**src/rtl/rational_arith_reduce_top_assert.svh**
```systemverilog
// assertion macros for the rational arithmetic block
`ifndef RATIONAL_ARITH_REDUCE_TOP_ASSERT_SVH
`define RATIONAL_ARITH_REDUCE_TOP_ASSERT_SVH

// implication checked every clock outside reset
`define RAR_ASSERT_IMP(lbl, ante, cons, msg) \
   lbl: assert property (@(posedge clock) disable iff (reset) (ante) |-> (cons)) \
      else $error(msg);

// implication whose consequent is checked on the following clock
`define RAR_ASSERT_NEXT(lbl, ante, cons, msg) \
   lbl: assert property (@(posedge clock) disable iff (reset) (ante) |=> (cons)) \
      else $error(msg);

`endif

```
**src/rtl/rar_pkg.sv**
```systemverilog
package rar_pkg;

   localparam logic [1:0] ACT_ADD = 2'd0;
   localparam logic [1:0] ACT_SUB = 2'd1;
   localparam logic [1:0] ACT_MUL = 2'd2;
   localparam logic [1:0] ACT_DIV = 2'd3;

   localparam int NUM_W = 33;
   localparam int DEN_W = 32;
   localparam int MAG_W = 33;

   typedef struct packed {
      logic load;      // capture operands
      logic mult;      // register products
      logic combine;   // form num/den
      logic gcd_init;  // load gcd operands
      logic gcd_step;  // one subtract-shift step
      logic div_init;  // start divisions
      logic div_step;  // one restoring step
      logic finish;    // apply signs, fill output
   } rar_cmd_type;

   typedef struct packed {
      logic den_zero;
      logic skip_red;
      logic gcd_done;
      logic div_done;
   } rar_sts_type;

endpackage

```
**src/rtl/rational_arith_reduce_top.sv**
```systemverilog
// channel | direction | handshake            | payload
// req     | in        | req_valid/req_stall  | action, four 16-bit fraction parts
// rsp     | out       | rsp_valid/rsp_stall  | result_num, result_den, status
// csr     | in        | csr_valid/csr_ready  | reduce_enable
// one word at a time; with reduction off or a zero den the gcd and divide steps are skipped
// otherwise the binary gcd loop runs, then the two shared-step restoring dividers
// reset is synchronous, active high; reduce_enable comes up as 1
// the result sits in an output register; a new word enters while it drains
module rational_arith_reduce_top
   import rar_pkg::*;
(
   input  logic               clock,
   input  logic               reset,
   input  logic               req_valid,
   output logic               req_stall,
   input  logic [1:0]         req_action,
   input  logic signed [15:0] req_first_num,
   input  logic signed [15:0] req_first_den,
   input  logic signed [15:0] req_second_num,
   input  logic signed [15:0] req_second_den,
   output logic               rsp_valid,
   input  logic               rsp_stall,
   output logic signed [32:0] rsp_result_num,
   output logic signed [31:0] rsp_result_den,
   output logic               rsp_status,
   input  logic               csr_valid,
   output logic               csr_ready,
   input  logic               csr_reduce_enable
);

   rar_cmd_type cmd, cmd_dp;
   rar_sts_type sts;
   logic        red_ff;
   logic        busy;
   logic        div_last;

   // configuration register, always writable
   assign csr_ready = 1'b1;
   always_ff @(posedge clock) begin
      if (reset) begin
         red_ff <= 1'b1;
      end else if (csr_valid && csr_ready) begin
         red_ff <= csr_reduce_enable;
      end
   end

   rar_ctrl u_ctrl (
      .clock, .reset, .req_valid, .req_stall, .rsp_valid, .rsp_stall,
      .sts, .cmd, .busy
   );

   // last divider step is when the controller leaves the divide state
   assign div_last = cmd.div_step && sts.div_done;

   rar_fin u_fin (
      .clock, .reset, .cmd_in(cmd), .div_last, .cmd_out(cmd_dp)
   );

   rar_datapath u_dp (
      .clock, .cmd(cmd_dp), .sts, .red_en(red_ff),
      .action(req_action), .first_num(req_first_num), .first_den(req_first_den),
      .second_num(req_second_num), .second_den(req_second_den),
      .res_num(rsp_result_num), .res_den(rsp_result_den), .res_status(rsp_status)
   );

   `include "rational_arith_reduce_top_assert.svh"

   `RAR_ASSERT_IMP(a_no_take_busy, busy, req_stall, "input taken while busy")
   `RAR_ASSERT_NEXT(a_rsp_holds, rsp_valid && rsp_stall, rsp_valid, "result dropped")
   `RAR_ASSERT_NEXT(a_take_busy, req_valid && !req_stall, busy, "accepted word not started")

endmodule

```
**src/rtl/rar_datapath.sv**
```systemverilog
module rar_datapath
   import rar_pkg::*;
(
   input  logic               clock,
   input  rar_cmd_type        cmd,
   output rar_sts_type        sts,
   input  logic               red_en,
   input  logic [1:0]         action,
   input  logic signed [15:0] first_num,
   input  logic signed [15:0] first_den,
   input  logic signed [15:0] second_num,
   input  logic signed [15:0] second_den,
   output logic signed [NUM_W-1:0] res_num,
   output logic signed [DEN_W-1:0] res_den,
   output logic               res_status
);

   logic [1:0]         act_ff;
   logic signed [15:0] a_ff, b_ff, c_ff, d_ff;
   logic signed [31:0] p0_ff, p1_ff, p2_ff;
   logic signed [NUM_W-1:0] num_ff;
   logic signed [DEN_W-1:0] den_ff;
   logic [MAG_W-1:0]   gx_ff, gy_ff;
   logic [5:0]         gk_ff;
   logic [MAG_W-1:0]   q0_ff, q1_ff, r0_ff, r1_ff, dv_ff;
   logic [5:0]         dc_ff;
   logic               red_ff;

   logic signed [31:0] m0, m1, m2;
   logic [MAG_W-1:0]   nmag, dmag, gmin, gdif;
   logic [MAG_W:0]     t0, t1;

   // products: a*d or a*c, c*b, b*d or b*c
   always_comb begin
      m0 = (act_ff == ACT_MUL) ? 32'(a_ff) * 32'(c_ff) : 32'(a_ff) * 32'(d_ff);
      m1 = 32'(c_ff) * 32'(b_ff);
      m2 = (act_ff == ACT_DIV) ? 32'(b_ff) * 32'(c_ff) : 32'(b_ff) * 32'(d_ff);
   end

   assign nmag = num_ff[NUM_W-1] ? MAG_W'(-num_ff) : MAG_W'(num_ff);
   assign dmag = den_ff[DEN_W-1] ? MAG_W'(-{den_ff[DEN_W-1], den_ff})
                                 : MAG_W'({1'b0, den_ff});
   assign gmin = (gx_ff < gy_ff) ? gx_ff : gy_ff;
   assign gdif = (gx_ff < gy_ff) ? gy_ff - gx_ff : gx_ff - gy_ff;
   assign t0 = {r0_ff, q0_ff[MAG_W-1]} - {1'b0, dv_ff};
   assign t1 = {r1_ff, q1_ff[MAG_W-1]} - {1'b0, dv_ff};

   always_ff @(posedge clock) begin
      if (cmd.load) begin
         act_ff <= action;
         a_ff <= first_num;
         b_ff <= first_den;
         c_ff <= second_num;
         d_ff <= second_den;
         red_ff <= red_en;
      end
      if (cmd.mult) begin
         p0_ff <= m0;
         p1_ff <= m1;
         p2_ff <= m2;
      end
      if (cmd.combine) begin
         if ((act_ff == ACT_ADD || act_ff == ACT_SUB) && b_ff == d_ff) begin
            num_ff <= (act_ff == ACT_ADD) ? NUM_W'(a_ff) + NUM_W'(c_ff)
                                          : NUM_W'(a_ff) - NUM_W'(c_ff);
            den_ff <= DEN_W'(d_ff);
         end else begin
            priority case (act_ff)
               ACT_ADD: num_ff <= NUM_W'(p0_ff) + NUM_W'(p1_ff);
               ACT_SUB: num_ff <= NUM_W'(p0_ff) - NUM_W'(p1_ff);
               default: num_ff <= NUM_W'(p0_ff);
            endcase
            den_ff <= p2_ff;
         end
      end
      // binary gcd: strip common twos, then subtract and shift
      if (cmd.gcd_init) begin
         gx_ff <= nmag;
         gy_ff <= dmag;
         gk_ff <= '0;
      end else if (cmd.gcd_step && gx_ff != '0) begin
         if (!gx_ff[0] && !gy_ff[0]) begin
            gx_ff <= gx_ff >> 1;
            gy_ff <= gy_ff >> 1;
            gk_ff <= gk_ff + 6'd1;
         end else if (!gx_ff[0]) begin
            gx_ff <= gx_ff >> 1;
         end else if (!gy_ff[0]) begin
            gy_ff <= gy_ff >> 1;
         end else begin
            gx_ff <= gdif >> 1;
            gy_ff <= gmin;
         end
      end
      if (cmd.div_init) begin
         dv_ff <= gy_ff << gk_ff;
         q0_ff <= nmag;
         q1_ff <= dmag;
         r0_ff <= '0;
         r1_ff <= '0;
         dc_ff <= '0;
      end else if (cmd.div_step) begin
         if (!t0[MAG_W]) begin
            r0_ff <= t0[MAG_W-1:0];
            q0_ff <= {q0_ff[MAG_W-2:0], 1'b1};
         end else begin
            r0_ff <= {r0_ff[MAG_W-2:0], q0_ff[MAG_W-1]};
            q0_ff <= {q0_ff[MAG_W-2:0], 1'b0};
         end
         if (!t1[MAG_W]) begin
            r1_ff <= t1[MAG_W-1:0];
            q1_ff <= {q1_ff[MAG_W-2:0], 1'b1};
         end else begin
            r1_ff <= {r1_ff[MAG_W-2:0], q1_ff[MAG_W-1]};
            q1_ff <= {q1_ff[MAG_W-2:0], 1'b0};
         end
         dc_ff <= dc_ff + 6'd1;
      end
      if (cmd.finish) begin
         res_status <= (den_ff == '0);
         if (den_ff == '0 || !red_ff) begin
            res_num <= num_ff;
            res_den <= den_ff;
         end else begin
            res_num <= num_ff[NUM_W-1] ? -$signed(q0_ff) : $signed(q0_ff);
            res_den <= den_ff[DEN_W-1] ? -DEN_W'(q1_ff) : DEN_W'(q1_ff);
         end
      end
   end

   assign sts.den_zero = (den_ff == '0);
   assign sts.skip_red = (den_ff == '0) || !red_ff;
   assign sts.gcd_done = (gx_ff == '0);
   assign sts.div_done = (dc_ff == 6'(MAG_W - 1));

endmodule

```
**src/rtl/rar_ctrl.sv**
```systemverilog
module rar_ctrl
   import rar_pkg::*;
(
   input  logic        clock,
   input  logic        reset,
   input  logic        req_valid,
   output logic        req_stall,
   output logic        rsp_valid,
   input  logic        rsp_stall,
   input  rar_sts_type sts,
   output rar_cmd_type cmd,
   output logic        busy
);

   localparam logic [2:0] ST_IDLE = 3'd0;
   localparam logic [2:0] ST_MULT = 3'd1;
   localparam logic [2:0] ST_COMB = 3'd2;
   localparam logic [2:0] ST_CHK  = 3'd3;
   localparam logic [2:0] ST_GCD  = 3'd4;
   localparam logic [2:0] ST_DIV  = 3'd5;
   localparam logic [2:0] ST_FIN  = 3'd6;

   logic [2:0] state_ff, state_in;
   logic       out_ff, out_in;
   logic       take;

   // a new word may enter when the controller is idle and the output slot is free or being drained
   assign req_stall = (state_ff != ST_IDLE) || (out_ff && rsp_stall);
   assign take      = req_valid && !req_stall;
   assign rsp_valid = out_ff;
   assign busy      = (state_ff != ST_IDLE);

   always_comb begin
      cmd = '0;
      state_in = state_ff;
      out_in = out_ff && rsp_stall;
      unique case (state_ff)
         ST_IDLE: begin
            cmd.load = take;
            if (take) state_in = ST_MULT;
         end
         ST_MULT: begin
            cmd.mult = 1'b1;
            state_in = ST_COMB;
         end
         ST_COMB: begin
            cmd.combine = 1'b1;
            state_in = ST_CHK;
         end
         ST_CHK: begin
            if (sts.skip_red) begin
               cmd.finish = 1'b1;
               out_in = 1'b1;
               state_in = ST_IDLE;
            end else begin
               cmd.gcd_init = 1'b1;
               state_in = ST_GCD;
            end
         end
         ST_GCD: begin
            if (sts.gcd_done) begin
               cmd.div_init = 1'b1;
               state_in = ST_DIV;
            end else begin
               cmd.gcd_step = 1'b1;
            end
         end
         ST_DIV: begin
            cmd.div_step = 1'b1;
            if (sts.div_done) state_in = ST_FIN;
         end
         ST_FIN: begin
            // output load comes from the delayed last-step strobe
            out_in = 1'b1;
            state_in = ST_IDLE;
         end
         default: state_in = ST_IDLE;
      endcase
   end

   always_ff @(posedge clock) begin
      if (reset) begin
         state_ff <= ST_IDLE;
         out_ff <= 1'b0;
      end else begin
         state_ff <= state_in;
         out_ff <= out_in;
      end
   end

endmodule

```
**src/rtl/rar_fin.sv**
```systemverilog
module rar_fin
   import rar_pkg::*;
(
   input  logic        clock,
   input  logic        reset,
   input  rar_cmd_type cmd_in,
   input  logic        div_last,
   output rar_cmd_type cmd_out
);

   // delay the output load to the cycle after the last divide step
   logic fin_ff;

   always_ff @(posedge clock) begin
      if (reset) begin
         fin_ff <= 1'b0;
      end else begin
         fin_ff <= div_last;
      end
   end

   always_comb begin
      cmd_out = cmd_in;
      cmd_out.finish = cmd_in.finish || fin_ff;
   end

endmodule

```
**config.mk**
```make
export PLATFORM = sky130hd
export DESIGN_NAME = rational_arith_reduce_top
export DESIGN_NICKNAME = d
export VERILOG_FILES = /design/src/rtl/rar_pkg.sv /design/src/rtl/rational_arith_reduce_top.sv /design/src/rtl/rar_datapath.sv /design/src/rtl/rar_ctrl.sv /design/src/rtl/rar_fin.sv
export VERILOG_INCLUDE_DIRS = /design/src /design/src/rtl
export SDC_FILE = /design/constraint.sdc
export NUM_CORES = 2
export LEC_CHECK = 0
export BUFFER_PORTS_ARGS = -buffer_cell sky130_fd_sc_hd__buf_2
export CAP_MARGIN = 25
export CORE_MARGIN = 2
export CORE_UTILIZATION = 50
export DETAILED_ROUTE_END_ITERATION = 12
export GPL_TIMING_DRIVEN = 0
export PLACE_DENSITY = 0.66
export SYNTH_ARGS = -nofsm -noshare
export SYNTH_HDL_FRONTEND = slang
export SYNTH_SLANG_ARGS = --single-unit
```
**constraint.sdc**
```tcl
create_clock -name clock -period 9.1 [get_ports clock]
set_clock_uncertainty 0.2 [all_clocks]
set_input_delay 0.455 -clock clock [delete_from_list [all_inputs] [get_ports clock]]
set_output_delay 0.455 -clock clock [all_outputs]
set_load 0.01 [all_outputs]
```
==> results.yml <==
run_status:
  status: "complete, no violations"
synth:
  ys_ff_latch: 543
  ys_seq_area_share_pct: 20.6
  post_synth_instance_area_um2: 75000
  ys_warn_count: 0
  synth-compound-area-share_pct: 11.5
  yosys.area_share.simple_pct: 14.5
  synth_xor_area_share_pct: 5.18
  synth_top_area_share_pct: 28.1
  synthMuxAreaShare_pct: 2.37
  synth.most_common_cell: "inv_1"
  synth_area_leader_cell: "fa_1"
  avgSynthCellArea_um2: 9.21
  synth_fa_ha_area_share_pct: 37.0
  synth_cell_type_count: 91
  synth_top_family_by_area: "adder cells"
  syn_nets: 9795
  yosys-top-cells-area: "fa_1 28%, edfxtp_1 18%, ha_1 8.8%"
  synthCells: 8139
  async_flop_share_pct: 0
  synth_edf_count: 459
  synth_flop_cell: "edfxtp_1"
  synthTopCellsByCount: "1,338 x inv_1, 1,054 x fa_1, 1,015 x nand2_1"
drt:
  ant_nets: 0
  dr.pass1.iters: 6
  routed_wl_mm: 261
  drc_errors: 0
  avgRoutedWirePerCell_um: 24.8
  vias_per_cell: 5.81
  drtIter0Drc: 5846
  via_count: 61146
die:
  fp.dieW_um: 391
  dieHeight_um: 391
  core_area_um2: 149000
  die-area_um2: 153000
  io_pins: 141
  initial_core_util_pct: 50.2
  placementRows: 142
placement:
  hpwl_mm: 212
  gp_routability_congestion: 1.00
  placed_cell_area_um2: 78700
  port_buffers: 139
critical_path:
  worst_ep_arrival_time_ns: 9.18
  critPathSlowestCell: "o21ai_0"
  cp.required_ns: 9.25
  crit_top_cell: "fa_1"
  critPathMaxFanout: 7
  critical_path_class: "reg2reg"
  critPathMaxStageDelay_ns: 0.75
  crit_path_cell_trace: "clkbuf_1 -> inv_1 -> clkbuf_1 -> buf_8 -> nor2_1 -> fa_1 -> fa_1 -> fa_1 -> fa_1 -> fa_1 -> inv_1 -> fa_1 -> inv_1 -> ha_1 -> nand3_1 -> nor3_1 -> or3_1 -> a21oi_1 -> nor4b_1 -> or4_1 -> a21oi_1 -> xor2_1 -> o21ai_0"
  critPathLaunchType: "register"
  path_buf_inv: 6
  cp_top_family: "adder cells"
  cp-end-kind: "register"
clock_network:
  cts_sinks: 543
  root_buffer: "clkbuf_16"
  cts_setup_buffers: 0
  clk_pin_slew_ns: 0.06
  clkLatencyLatePin_ns: 0.70
  clockBufferDepth: 3
  cts_tree: "built"
  cts-buffers-inserted: 67
  ctsHtreeMaxLevel: 3
run:
  maxCapViolations: 0
grt:
  grt_first_pass_wirelength_mm: 387
  grt_pass1_vias: 61734
  overflow: 0
  antenna_found_initial: 16
  grt_usage_pct: 34.4
  grt_start_max_net_pins: 59
timing:
  hold_violations: 0
  period_needed_ns: 9.03
  worstMarginPinSlew_ns: 1.21
  fmax_mhz: 111
  worst_slew_margin_rel_pct: 19.1
  holdWs_ns: 0.110
  finalSetupViolCount: 0
  final_max_slew_viol_count: 0
  finalCritPeriodShare_pct: 99.3
  rsz0062_at_grt: "false"
layout:
  syn_to_final_growth_pct: 9.07
  fillers: 13580
  multi_input_area_um2: 53000
  finish.instance_area_um2: 81800
  ff_latch_area_um2: 15500
  nNetsFinal: 10104
  drive_above_1_share_pct: 4.92
hold_path:
  hold_class: "in2reg"
sequential cells by signal (all words and copies together), names as in the netlist, 2 cells and up:
signal,count
u_dp.den_ff,32
u_dp.a_ff,16
u_dp.dv_ff,33
u_dp.res_den,32
u_dp.p2_ff,32
u_dp.r1_ff,33
u_dp.gk_ff,6
u_dp.num_ff,33
u_dp.dc_ff,6
u_dp.c_ff,16
u_dp.gy_ff,33
u_dp.gx_ff,33
u_ctrl.state_ff,3
u_dp.p0_ff,32
u_dp.d_ff,16
u_dp.q1_ff,33
u_dp.r0_ff,33
u_dp.q0_ff,33
u_dp.res_num,33
u_dp.act_ff,2
u_dp.p1_ff,32
u_dp.b_ff,16
layout by cell type (no fill, tap or decap), drive strengths merged, types with 51 or more instances in the layout:
| cell | instances |
|---|---|
| a21oi | 383 |
| ha | 530 |
| nor3 | 59 |
| buf | 219 |
| dlygate4sd3 | 70 |
| nand2b | 60 |
| a21o | 138 |
| and2 | 508 |
| nand2 | 1016 |
| nand3 | 106 |
| mux2i | 118 |
| o31ai | 51 |
| clkbuf | 437 |
| o21ai | 432 |
| edfxtp | 459 |
| fa | 1054 |
| inv | 1343 |
| nor2 | 312 |
| xor2 | 224 |
| dfxtp | 84 |
| xnor2 | 219 |
stage by stage:
stage | setup slack (ns) | cells | setup TNS [ns] | util, %
final | 0.0669 | 10525 | 0 | 54.7
after global routing | 0.00334 | 10519 | 0 | 54.7
after CTS | 0.00896 | 10518 | 0 | 54.7
after detailed placement | -0.209 | 10326 | -0.420 | 52.7
after global placement | -1.64 | 10294 | -154.65 | 52.3
after floorplan | 1.03 | 8139 | 0 | -
path summary, 6_finish.rpt:
check | cells after the start | endpoint | from | slack (ns)
worst max-delay path | 23 | u_dp.p0_ff[29] | u_dp.d_ff[15] | 0.07
worst min-delay path | 2 | u_dp.a_ff[2] | req_valid | 0.11
worst max register to register | 23 | u_dp.p0_ff[29] | u_dp.d_ff[15] | 0.07
worst min register to register | 0 | u_dp.red_ff | red_ff | 0.24
timing repair:
item,CTS,global route
hold buffers,70,0
hold endpoints to repair,72,0
setup endpoints to repair,4,11
resized for setup,9,54
layer usage:
| metal | track usage [%] | routed length, µm |
|---|---|---|
| met3 | 7.27 | 24300 |
| met4 | 22.2 | 20800 |
| met1 | 42.8 | 99000 |
| met5 | 0 | 97 |
| met2 | 54.2 | 117000 |
cell families after synthesis:
group           Yosys count
simple gates           2274
buf+inv                1746
fa+ha+maj              1584
compound gates         1393
flops                   543
xor+xnor                443
mux                     155
other cells               1
final cells by class:
type	count	area share, %
Multi-Input combinational cell	5850	64.8
Antenna cell	8	0.0245
Tap cell	2016	3.08
Clock inverter	42	0.572
Sequential cell	543	18.9
Clock buffer	80	2.16
Buffer	401	1.96
Inverter	1340	6.15
Timing Repair Buffer	245	2.37
Power is not shown: default switching activity piles up to over one toggle a cycle in this logic, so the estimate is an artifact.
